<file path="config.mk">
export PLATFORM = sky130hd
export DESIGN_NAME = led_pixel_pulse_encoder
export DESIGN_NICKNAME = d
export VERILOG_FILES = /design/src/sv/lppe_pkg.sv /design/src/sv/lppe_csr.sv /design/src/sv/lppe_front.sv /design/src/sv/lppe_queue.sv /design/src/sv/lppe_back.sv /design/src/sv/led_pixel_pulse_encoder.sv
export SDC_FILE = /design/constraint.sdc
export NUM_CORES = 1
export LEC_CHECK = 0
export ABC_AREA = 1
export BUFFER_PORTS_ARGS = -buffer_cell sky130_fd_sc_hd__buf_4
export CAP_MARGIN = 20
export CORE_AREA = 2 2 170 172
export CTS_CLUSTER_DIAMETER = 200
export DETAILED_ROUTE_END_ITERATION = 10
export DIE_AREA = 0 0 172 174
export PLACE_DENSITY = 0.7
export SKIP_CTS_REPAIR_TIMING = 1
export SLEW_MARGIN = 20
export SYNTH_ARGS = -nofsm -noshare
export SYNTH_HDL_FRONTEND = slang
export SYNTH_SLANG_ARGS = --single-unit
</file>
<file path="constraint.sdc">
create_clock -name clock -period 8.3 [get_ports clock]
set_input_delay 1.66 -clock clock [delete_from_list [all_inputs] [get_ports clock]]
set_output_delay 1.66 -clock clock [all_outputs]
set_load 0.005 [all_outputs]
</file>
<file path="src/sv/lppe_pkg.sv">
// lppe_pkg: shared types and constants of the led pixel pulse encoder
// no dependencies
`default_nettype none

package lppe_pkg;

   localparam int unsigned BITS_PER_PIXEL = 24;
   localparam int unsigned BIT_CNT_W      = 5;
   localparam logic [BIT_CNT_W-1:0] LAST_BIT = 5'd23;
   localparam logic [8:0]  FULL_SCALE     = 9'd256;
   localparam logic [14:0] LOW_MAX        = 15'd32767;
   localparam int unsigned QUEUE_DEPTH    = 2;
   localparam int unsigned QUEUE_PTR_W    = 1;
   localparam int unsigned QUEUE_CNT_W    = 2;
   localparam int unsigned CSR_INDEX_W    = 3;
   localparam int unsigned CSR_DATA_W     = 15;

   typedef enum logic [CSR_INDEX_W-1:0] {
      REG_BRIGHTNESS  = 3'd0,
      REG_ONE_HIGH    = 3'd1,
      REG_ZERO_HIGH   = 3'd2,
      REG_BIT_PERIOD  = 3'd3,
      REG_RESET_TICKS = 3'd4
   } csr_index_type;

   typedef struct packed {
      logic [8:0]  brightness;
      logic [7:0]  one_high_ticks;
      logic [7:0]  zero_high_ticks;
      logic [7:0]  bit_period_ticks;
      logic [14:0] reset_ticks;
   } cfg_type;

   typedef struct packed {
      logic [BITS_PER_PIXEL-1:0] grb_word;
      logic                      end_of_frame;
   } entry_type;

endpackage

`default_nettype wire

</file>
<file path="src/sv/lppe_csr.sv">
// lppe_csr: configuration registers of the pulse encoder
// depends on lppe_pkg
`default_nettype none

module lppe_csr (
   input  wire logic                                clock,
   input  wire logic                                reset,
   input  wire logic                                csr_valid,
   output logic                                     csr_ready,
   input  wire logic [lppe_pkg::CSR_INDEX_W-1:0]    csr_index,
   input  wire logic [lppe_pkg::CSR_DATA_W-1:0]     csr_wdata,
   output lppe_pkg::cfg_type                        cfg
);

   lppe_pkg::cfg_type cfg_ff, cfg_in;

   assign csr_ready = 1'b1;
   assign cfg       = cfg_ff;

   always_comb begin
      cfg_in = cfg_ff;
      if (csr_valid) begin
         case (csr_index)
            lppe_pkg::REG_BRIGHTNESS:  cfg_in.brightness       = csr_wdata[8:0];
            lppe_pkg::REG_ONE_HIGH:    cfg_in.one_high_ticks   = csr_wdata[7:0];
            lppe_pkg::REG_ZERO_HIGH:   cfg_in.zero_high_ticks  = csr_wdata[7:0];
            lppe_pkg::REG_BIT_PERIOD:  cfg_in.bit_period_ticks = csr_wdata[7:0];
            lppe_pkg::REG_RESET_TICKS: cfg_in.reset_ticks      = csr_wdata[14:0];
            default: ;
         endcase
      end
   end

   always_ff @(posedge clock) begin
      if (reset) begin
         cfg_ff.brightness       <= 9'd256;
         cfg_ff.one_high_ticks   <= 8'd32;
         cfg_ff.zero_high_ticks  <= 8'd16;
         cfg_ff.bit_period_ticks <= 8'd50;
         cfg_ff.reset_ticks      <= 15'd2000;
      end else begin
         cfg_ff <= cfg_in;
      end
   end

endmodule

`default_nettype wire

</file>
<file path="src/sv/lppe_front.sv">
// lppe_front: accepts pixels, scales channels and reorders them green, red, blue
// depends on lppe_pkg
`default_nettype none

module lppe_front (
   input  wire logic                 req_push,
   output logic                      req_full,
   input  wire logic [23:0]          req_pixel_color,
   input  wire logic                 req_end_of_frame,
   input  wire lppe_pkg::cfg_type    cfg,
   input  wire logic                 q_full,
   output logic                      q_push,
   output lppe_pkg::entry_type       q_entry
);

   logic [8:0]  scale;
   logic [16:0] red_prod;
   logic [16:0] green_prod;
   logic [16:0] blue_prod;

   // brightness above full counts as full
   assign scale = cfg.brightness[8] ? lppe_pkg::FULL_SCALE : cfg.brightness;

   assign red_prod   = {9'd0, req_pixel_color[23:16]} * {8'd0, scale};
   assign green_prod = {9'd0, req_pixel_color[15:8]}  * {8'd0, scale};
   assign blue_prod  = {9'd0, req_pixel_color[7:0]}   * {8'd0, scale};

   assign req_full = q_full;
   assign q_push   = req_push && !q_full;

   assign q_entry.grb_word     = {green_prod[15:8], red_prod[15:8], blue_prod[15:8]};
   assign q_entry.end_of_frame = req_end_of_frame;

endmodule

`default_nettype wire

</file>
<file path="src/sv/lppe_queue.sv">
// lppe_queue: short word queue between front and back
// depends on lppe_pkg
`default_nettype none

module lppe_queue (
   input  wire logic                 clock,
   input  wire logic                 reset,
   input  wire logic                 push,
   input  wire lppe_pkg::entry_type  push_entry,
   output logic                      full,
   input  wire logic                 pop,
   output lppe_pkg::entry_type       pop_entry,
   output logic                      valid
);

   localparam logic [lppe_pkg::QUEUE_PTR_W-1:0] PTR_LAST =
      lppe_pkg::QUEUE_PTR_W'(lppe_pkg::QUEUE_DEPTH - 1);
   localparam logic [lppe_pkg::QUEUE_CNT_W-1:0] CNT_FULL =
      lppe_pkg::QUEUE_CNT_W'(lppe_pkg::QUEUE_DEPTH);

   lppe_pkg::entry_type entries_ff [lppe_pkg::QUEUE_DEPTH];
   logic [lppe_pkg::QUEUE_PTR_W-1:0] wr_ptr_ff, wr_ptr_in;
   logic [lppe_pkg::QUEUE_PTR_W-1:0] rd_ptr_ff, rd_ptr_in;
   logic [lppe_pkg::QUEUE_CNT_W-1:0] count_ff, count_in;

   assign full      = (count_ff == CNT_FULL);
   assign valid     = (count_ff != '0);
   assign pop_entry = entries_ff[rd_ptr_ff];

   always_comb begin
      wr_ptr_in = wr_ptr_ff;
      rd_ptr_in = rd_ptr_ff;
      count_in  = count_ff;
      if (push) begin
         wr_ptr_in = (wr_ptr_ff == PTR_LAST) ? '0 : wr_ptr_ff + 1'b1;
      end
      if (pop) begin
         rd_ptr_in = (rd_ptr_ff == PTR_LAST) ? '0 : rd_ptr_ff + 1'b1;
      end
      if (push && !pop) begin
         count_in = count_ff + 1'b1;
      end else if (pop && !push) begin
         count_in = count_ff - 1'b1;
      end
   end

   always_ff @(posedge clock) begin
      if (reset) begin
         wr_ptr_ff <= '0;
         rd_ptr_ff <= '0;
         count_ff  <= '0;
      end else begin
         wr_ptr_ff <= wr_ptr_in;
         rd_ptr_ff <= rd_ptr_in;
         count_ff  <= count_in;
      end
   end

   always_ff @(posedge clock) begin
      if (push) begin
         entries_ff[wr_ptr_ff] <= push_entry;
      end
   end

   assert property (@(posedge clock) disable iff (reset) count_ff <= CNT_FULL)
      else $error("queue count beyond depth");

   assert property (@(posedge clock) disable iff (reset)
      (push && !pop) |=> (count_ff == $past(count_ff) + 1'b1))
      else $error("queue count missed a push");

endmodule

`default_nettype wire

</file>
<file path="src/sv/lppe_back.sv">
// lppe_back: serializes queued words into pulse symbols, one per cycle while rsp_pop keeps up
// depends on lppe_pkg
`default_nettype none

module lppe_back (
   input  wire logic                 clock,
   input  wire logic                 reset,
   input  wire lppe_pkg::cfg_type    cfg,
   input  wire logic                 q_valid,
   input  wire lppe_pkg::entry_type  q_entry,
   output logic                      q_pop,
   output logic                      rsp_empty,
   input  wire logic                 rsp_pop,
   output logic [7:0]                rsp_high_duration,
   output logic [14:0]               rsp_low_duration,
   output logic                      rsp_last_of_pixel,
   output logic                      rsp_frame_done
);

   logic                                  busy_ff, busy_in;
   logic [lppe_pkg::BITS_PER_PIXEL-1:0]   word_ff, word_in;
   logic                                  eof_ff, eof_in;
   logic [lppe_pkg::BIT_CNT_W-1:0]        count_ff, count_in;
   logic                                  rsp_valid_ff, rsp_valid_in;
   logic [7:0]                            high_ff, high_in;
   logic [14:0]                           low_ff, low_in;
   logic                                  last_ff, last_in;
   logic                                  done_ff, done_in;

   logic        out_free;
   logic        emit;
   logic        last_bit;
   logic [7:0]  high_sel;
   logic [7:0]  low_base;
   logic [15:0] low_sum;

   assign out_free = !rsp_valid_ff || rsp_pop;
   assign emit     = busy_ff && out_free;
   assign last_bit = (count_ff == lppe_pkg::LAST_BIT);
   assign q_pop    = q_valid && (!busy_ff || (emit && last_bit));

   assign high_sel = word_ff[lppe_pkg::BITS_PER_PIXEL-1] ? cfg.one_high_ticks
                                                         : cfg.zero_high_ticks;
   assign low_base = (cfg.bit_period_ticks > high_sel) ? cfg.bit_period_ticks - high_sel
                                                       : 8'd0;
   assign low_sum  = {8'd0, low_base} + {1'b0, cfg.reset_ticks};

   always_comb begin
      busy_in      = busy_ff;
      word_in      = word_ff;
      eof_in       = eof_ff;
      count_in     = count_ff;
      rsp_valid_in = rsp_valid_ff;
      high_in      = high_ff;
      low_in       = low_ff;
      last_in      = last_ff;
      done_in      = done_ff;

      if (rsp_pop) begin
         rsp_valid_in = 1'b0;
      end

      if (emit) begin
         rsp_valid_in = 1'b1;
         high_in      = high_sel;
         last_in      = last_bit;
         done_in      = last_bit && eof_ff;
         if (last_bit && eof_ff) begin
            // reset gap, saturating
            low_in = low_sum[15] ? lppe_pkg::LOW_MAX : low_sum[14:0];
         end else begin
            low_in = {7'd0, low_base};
         end
         word_in  = {word_ff[lppe_pkg::BITS_PER_PIXEL-2:0], 1'b0};
         count_in = count_ff + 1'b1;
         if (last_bit) begin
            busy_in = 1'b0;
         end
      end

      if (q_pop) begin
         busy_in  = 1'b1;
         word_in  = q_entry.grb_word;
         eof_in   = q_entry.end_of_frame;
         count_in = '0;
      end
   end

   always_ff @(posedge clock) begin
      if (reset) begin
         busy_ff      <= 1'b0;
         count_ff     <= '0;
         rsp_valid_ff <= 1'b0;
      end else begin
         busy_ff      <= busy_in;
         count_ff     <= count_in;
         rsp_valid_ff <= rsp_valid_in;
      end
   end

   always_ff @(posedge clock) begin
      word_ff <= word_in;
      eof_ff  <= eof_in;
      high_ff <= high_in;
      low_ff  <= low_in;
      last_ff <= last_in;
      done_ff <= done_in;
   end

   assign rsp_empty         = !rsp_valid_ff;
   assign rsp_high_duration = high_ff;
   assign rsp_low_duration  = low_ff;
   assign rsp_last_of_pixel = last_ff;
   assign rsp_frame_done    = done_ff;

   assert property (@(posedge clock) disable iff (reset)
      busy_ff |-> (count_ff <= lppe_pkg::LAST_BIT))
      else $error("bit counter beyond last bit");

   assert property (@(posedge clock) disable iff (reset)
      (rsp_valid_ff && done_ff) |-> last_ff)
      else $error("frame done off the last symbol of a pixel");

   assert property (@(posedge clock) disable iff (reset)
      (emit && last_bit) |=> (rsp_valid_ff && last_ff))
      else $error("last symbol of a pixel not presented");

endmodule

`default_nettype wire

</file>
<file path="src/sv/led_pixel_pulse_encoder.sv">
// led_pixel_pulse_encoder: top level of the led pixel pulse encoder
// depends on lppe_pkg, lppe_csr, lppe_front, lppe_queue, lppe_back
//
// Each pixel written on the req_ queue becomes 24 pulse symbols on the rsp_ queue,
// green, red, blue, msb first, one symbol per clock while rsp_pop keeps up; the
// symbol serializer in the back end sets that rate. A two-word queue after the
// brightness scaling lets the next pixel be taken while the current one is still
// being sent. A pushed pixel passes the queue and the back end's word register
// before its first symbol is registered on the rsp_ outputs. csr_ writes are always
// taken; write them only while no pixel is in flight.
`default_nettype none

module led_pixel_pulse_encoder (
   input  wire logic                                clock,
   input  wire logic                                reset,
   input  wire logic                                req_push,
   output logic                                     req_full,
   input  wire logic [23:0]                         req_pixel_color,
   input  wire logic                                req_end_of_frame,
   output logic                                     rsp_empty,
   input  wire logic                                rsp_pop,
   output logic [7:0]                               rsp_high_duration,
   output logic [14:0]                              rsp_low_duration,
   output logic                                     rsp_last_of_pixel,
   output logic                                     rsp_frame_done,
   input  wire logic                                csr_valid,
   output logic                                     csr_ready,
   input  wire logic [lppe_pkg::CSR_INDEX_W-1:0]    csr_index,
   input  wire logic [lppe_pkg::CSR_DATA_W-1:0]     csr_wdata
);

   lppe_pkg::cfg_type   cfg;
   lppe_pkg::entry_type push_entry;
   lppe_pkg::entry_type pop_entry;
   logic                q_push;
   logic                q_full;
   logic                q_pop;
   logic                q_valid;

   lppe_csr u_csr (
      .clock     (clock),
      .reset     (reset),
      .csr_valid (csr_valid),
      .csr_ready (csr_ready),
      .csr_index (csr_index),
      .csr_wdata (csr_wdata),
      .cfg       (cfg)
   );

   lppe_front u_front (
      .req_push         (req_push),
      .req_full         (req_full),
      .req_pixel_color  (req_pixel_color),
      .req_end_of_frame (req_end_of_frame),
      .cfg              (cfg),
      .q_full           (q_full),
      .q_push           (q_push),
      .q_entry          (push_entry)
   );

   lppe_queue u_queue (
      .clock      (clock),
      .reset      (reset),
      .push       (q_push),
      .push_entry (push_entry),
      .full       (q_full),
      .pop        (q_pop),
      .pop_entry  (pop_entry),
      .valid      (q_valid)
   );

   lppe_back u_back (
      .clock             (clock),
      .reset             (reset),
      .cfg               (cfg),
      .q_valid           (q_valid),
      .q_entry           (pop_entry),
      .q_pop             (q_pop),
      .rsp_empty         (rsp_empty),
      .rsp_pop           (rsp_pop),
      .rsp_high_duration (rsp_high_duration),
      .rsp_low_duration  (rsp_low_duration),
      .rsp_last_of_pixel (rsp_last_of_pixel),
      .rsp_frame_done    (rsp_frame_done)
   );

endmodule

`default_nettype wire
</file>
======== Word-level counts from Yosys, hierarchy flattened ========
Memories as Yosys holds them, arrays and structs flattened. A register that Yosys moved wholly into a read port is not among the register bits.
Cells that the tools add are included.
storage, ports and cells
  flip-flop bits (word level) ............. 109
  bits in writable memories ............... 50
  output and inout port bits .............. 28
  word-level logic and storage cells ...... 83
  memories ................................ 1
operators by class
  add/subtract/negate cells ............... 7
  multipliers ............................. 3
  order comparisons ....................... 1
  eq/ne operators ......................... 6
  multiplexer cells ....................... 20
  reduce and logical (&&, ||, !) cells .... 27
memory list
  name                words  width  read ports  clocked after Yosys merged registers in  wr ports  line              source
  u_queue.entries_ff  2      25     1           1                                        1         lppe_queue.sv:21  lppe_pkg::entry_type entries_ff [lppe_pkg::QUEUE_DEPTH];
operator list
  operator               count
  $mul A8 B9 Y16         3
  $mux W24               2
  $mux W8                3
  $add A8 B15 Y16        1
  $mux W15               1
  $reduce_and A2 Y1      6
  $mux W1                11
  $reduce_bool A2 Y1     5
  $mux W9                1
  $gt A8 B8 Y1           1
  $sub A8 B8 Y8          1
  $logic_and A1 B1 Y1    7
  $eq A3 B2 Y1 const B   2
  $add A5 B1 Y5 const B  1
  $eq A5 B5 Y1 const B   1
  $logic_not A1 Y1       5
  $mux W2                2
  $eq A3 B1 Y1 const B   1
  $eq A3 B3 Y1 const B   1
  $logic_not A3 Y1       1
  $add A1 B1 Y1 const B  2
  $add A2 B1 Y2 const B  1
  $eq A2 B2 Y1 const B   1
  $logic_or A1 B1 Y1     2
  other kinds (2)        2

======== Depth between registers and ports, before layout ========
  depth after elaboration ................. 9
  gate-level depth with buffers ........... 24
  mapped depth without buffers ............ 24

======== By module ========
Synthesis repeated with hierarchy kept, for this count alone.
second synthesis, totals
  cells, all modules ...................... 1842
  area, all modules ....................... 14604.0 um2
modules (own cells, without submodules)
  module      instances  cells each  area an instance (um2)  seq. area each (um2)
  lppe_front  1          988         6892.9                  0.0
  lppe_back   1          468         3613.5                  1641.6
  lppe_queue  1          111         2135.8                  1601.5
  lppe_csr    1          275         1961.9                  960.9

======== Least setup slack after synthesis ========
No wires, ideal clock.
  path kind ............................... input to register
  start ................................... in req_pixel_color[10]
  end ..................................... mem u_queue.entries_ff[0][24] in the netlist's numbering, data pin
  arrival time ............................ 4.890 ns
  data required time ...................... 8.044 ns
  setup slack ............................. 3.153 ns
  stages .................................. 17
  buffers on the path ..................... 0
  cell sequence ........................... inv_1 > nor2_1 > fa_1 > inv_1 > fa_1 > fa_1 > fa_1 > inv_1 > ha_1 > nand2_1 > nor2_1 > nor2_1 > nor2_1 > nor2_1 > nand2_1 > nand2_1 > nand2_1
RTL lines
  element      line                           source
  from (decl)  led_pixel_pulse_encoder.sv:18  input wire logic [23:0] req_pixel_color,
  to (decl)    lppe_queue.sv:21

==> impl_metrics.ini <==
[final_layout]
synthToLayoutAreaGrowth_pct = 10.9
finish.utilization_pct = 54.6
layout.nets = 2109
drive_gt1_share_pct = 7.56
diodes = 0
design_area_um2 = 15400

[die]
initial_utilization_pct = 49.2
core_area_um2 = 28200
die_area_um2 = 29900
ios = 76
row_count = 62
die_w_um = 172
die_h_um = 174

[routing]
vias = 11300
first_iter_violations = 732
wl_per_cell_um = 13.9
dr_wl_met2_mm = 14.2
drt-met1-wl_mm = 14.7
dr.pass1.iters = 5
topRoutingLayerUsed = met4
drc = 0
wl_met3_mm = 1.60
vias_per_cell = 5.06
finalWirelength_mm = 31.0
ant_nets = 0

[logic_synthesis]
yosys_warnings = 0
ys_seq_area_share_pct = 30.2
synth_top_cell_by_area = edfxtp_1
synth_seq_cells = 160
synthesis.area_um2 = 13900
synth_fp_nets = 2042
synth.avg_cell_area_um2 = 7.91
netlist_instances = 1758
synth_edf_count = 100
ys.flop_type = edfxtp_1
synth_cell_type_count = 44
yosysTopAreaCellShare_pct = 21.6
synthArstFlopShare_pct = 0
ys_top_cells_by_area = edfxtp_1 22%, fa_1 18%, ha_1 10%, nand2_1 10%, inv_1 9.1%

[clock_tree]
htreeDepth = 4
cts_sinks = 160
clock_latency_ns = 0.42
cts_buffer_depth = 2
numCtsBuffers = 17
cts-root-buf = clkbuf_16
path_clk_slew_ns = 0.07
tritoncts = done

[timing]
finalSetupViolations = 0
hold_viol_final = 0
rsz0062_at_grt = no
slew_viol_final = 0
fmax_ghz = 0.182
relSlewSlack_pct = 30.9
fin_crit_sh_pct = 66.1
tns_ns = 0
period_minus_slack_ns = 5.49
worst_slew_pin_slew_ns = 1.03
skew_ns = 0.00661

[worst_setup_path]
worstPathCellList = buf_4 -> clkinv_4 -> nand2_1 -> clkinv_1 -> nand2_1 -> fa_1 -> fa_1 -> inv_1 -> fa_1 -> inv_1 -> fa_1 -> inv_1 -> ha_1 -> a21o_1 -> nand2_1 -> nand2_1 -> inv_1 -> nor2_1 -> nor2_1 -> nand2_1 -> nand2_1 -> nand2_1
cp-startpoint = u_csr.cfg[47]$_SDFFE_PP1P_
cpPeakStageDelay_ns = 0.62
r2r_setup_slack_ns = 2.81
crit_arrival_ns = 5.66
timing.rr.start = u_csr.cfg[47]$_SDFFE_PP1P_
path_max_fanout = 28
worstSetupPathType = register to register
required_ns = 8.47
cp-start-kind = register
critPathCaptureType = register
cpMostUsedCell = nand2_1
crit-reg2reg-capture = u_queue.entries_ff[1][15]$_DFFE_PP_
crit_slowest_cell = nand2_1
reg2reg_depth = 22

[placed_design]
port_buffers = 74
placed_area_um2 = 14900
gp_congestion = 0.926
hpwl_mm = 24.1

[grt]
antenna_found_initial = 0
grt_usage_pct = 22.0
grt_first_pass_wirelength_mm = 53.1
grt_overflow = 0
grt_max_degree = 55
grt_pass1_vias = 11000

[power_and_ir_drop]
ir_drop_v = 0.000151
cellPowerDensity_nw_per_um2 = 200
p_leak_uw = 0.00798

[run_status]
status = complete, no violations

[job]
cap_viol_max_count = 0

[hold_path]
worstHoldStart = u_csr.cfg[38]$_SDFFE_PP0P_
min_to = u_csr.cfg[38]$_SDFFE_PP0P_
hold_depth = 2
hp-class = register to register
## stage by stage
stage | setup slack [ns] | cells | hold WS [ns] | power, uW
after floorplan | 3.15 | 1758 | 0.424 | 2010
after global placement | 2.73 | 2190 | 0.437 | 2330
after detailed placement | 2.70 | 2190 | 0.440 | 2360
after CTS | 2.82 | 2222 | 0.449 | 3110
after global routing | 2.51 | 2222 | 0.469 | 3330
final | 2.81 | 2222 | 0.454 | 3090
## per-layer routing
layer	up-vias	GRT usage, %
met1	5319	31.2
met5	-	0
met4	0	5.25
li1	5601	-
met3	28	2.41
met2	302	36.1
## sequential cells by signal (all words and copies together) (netlist names), named ones only
name,flops
u_back.rsp_low_duration,15
u_back.eof_ff,1
u_queue.rd_ptr_ff,1
u_back.rsp_valid_ff,1
u_queue.wr_ptr_ff,1
u_csr.cfg,48
u_queue.count_ff,2
u_back.rsp_last_of_pixel,1
u_back.count_ff,5
u_back.word_ff,24
u_queue.entries_ff,50
u_back.busy_ff,1
u_back.rsp_high_duration,8
u_back.rsp_frame_done,1
## worst max-delay path by stage
stage,depth (start not counted),slack [ns],end
after floorplan,17,3.15,u_queue.entries_ff[0][24]$_DFFE_PP_
after global placement,18,2.73,u_queue.entries_ff[0][15]$_DFFE_PP_
after detailed placement,17,2.70,u_queue.entries_ff[0][16]$_DFFE_PP_
after CTS,22,2.82,u_queue.entries_ff[1][15]$_DFFE_PP_
after global routing,21,2.51,u_queue.entries_ff[0][24]$_DFFE_PP_
final,22,2.81,u_queue.entries_ff[1][15]$_DFFE_PP_
## power breakdown
group,leakage [uW],internal [uW],switching (uW)
Clock,0.000265,426,319
Sequential,0.00144,1100,59.6
Combinational,0.00627,410,770
## synthesized netlist by cell type (all sizes together), types with 2 or more instances
master	count
o21bai	2
a21oi	66
buf	13
nand3b	4
and2	2
nand3	63
nand2	385
o21a	3
dfxtp	60
ha	114
inv	337
nand2b	3
nand4	15
o211ai	5
nor3	7
clkinv	4
xor2	14
a21o	6
o31ai	24
o21ai	65
xnor2	12
clkbuf	22
edfxtp	100
or2	2
nor2	303
fa	122
## cells by family (layout without fill, tap and decap cells)
group / count (synthesis) / after routing / share of synthesized area, %
xor gates and xnor gates: 26 / 26 / 1.64
adders and majority gates: 236 / 236 / 27.8
and+or+nand+nor: 787 / 787 / 22.8
DFF: 160 / 160 / 30.2
buffers and inverters: 376 / 456 / 10.4
AOI/OAI and AO/OA: 172 / 172 / 7.05
other: 1 / 1 / 0.0270
## placed cells by master (no fill, tap or decap), types with 2 or more instances in the layout
| master | synthesis | final |
|---|---|---|
| o21ai_0 | 61 | 61 |
| nand2_1 | 377 | 377 |
| o31ai_1 | 24 | 24 |
| nor3_1 | 7 | 7 |
| nor2_1 | 297 | 295 |
| fa_1 | 122 | 122 |
| o21a_1 | 3 | 3 |
| o211ai_1 | 5 | 5 |
| nand2b_1 | 3 | 3 |
| buf_4 | 1 | 83 |
| nand3_1 | 62 | 62 |
| clkinv_1 | 3 | 4 |
| o21bai_1 | 2 | 2 |
| a21oi_1 | 65 | 65 |
| nand4_1 | 15 | 15 |
| nor2_2 | 5 | 7 |
| clkinv_4 | 1 | 2 |
| inv_6 | 0 | 6 |
| clkbuf_16 | 0 | 17 |
| and2_1 | 2 | 2 |
| inv_1 | 336 | 336 |
| xor2_1 | 14 | 14 |
| ha_1 | 114 | 114 |
| edfxtp_1 | 100 | 100 |
| dfxtp_1 | 60 | 60 |
| xnor2_1 | 12 | 12 |
| nand2_2 | 7 | 7 |
| a21o_1 | 6 | 6 |
| nand3b_1 | 4 | 4 |
| o21ai_2 | 4 | 4 |
| clkinvlp_4 | 0 | 4 |
## critical path, delay by kind of cell (launching register included)
kind / cells / cell delay, ns
adders and majority gates: 5 / 2.25
DFF: 1 / 0.31
AOI/OAI and AO/OA: 1 / 0.19
buffers and inverters: 7 / 1.22
and+or+nand+nor: 9 / 1.26
## area by class of cell
cell class / instances / area (um2)
tap: 384 / 480
fill: 2678 / 12800
clock buffer: 19 / 443
clock inverter: 13 / 125
timing repair buffer: 83 / 623
multi-input combinational: 1222 / 8260
inverter: 341 / 1280
sequential: 160 / 4200
Power figures use the tool's default switching activity.
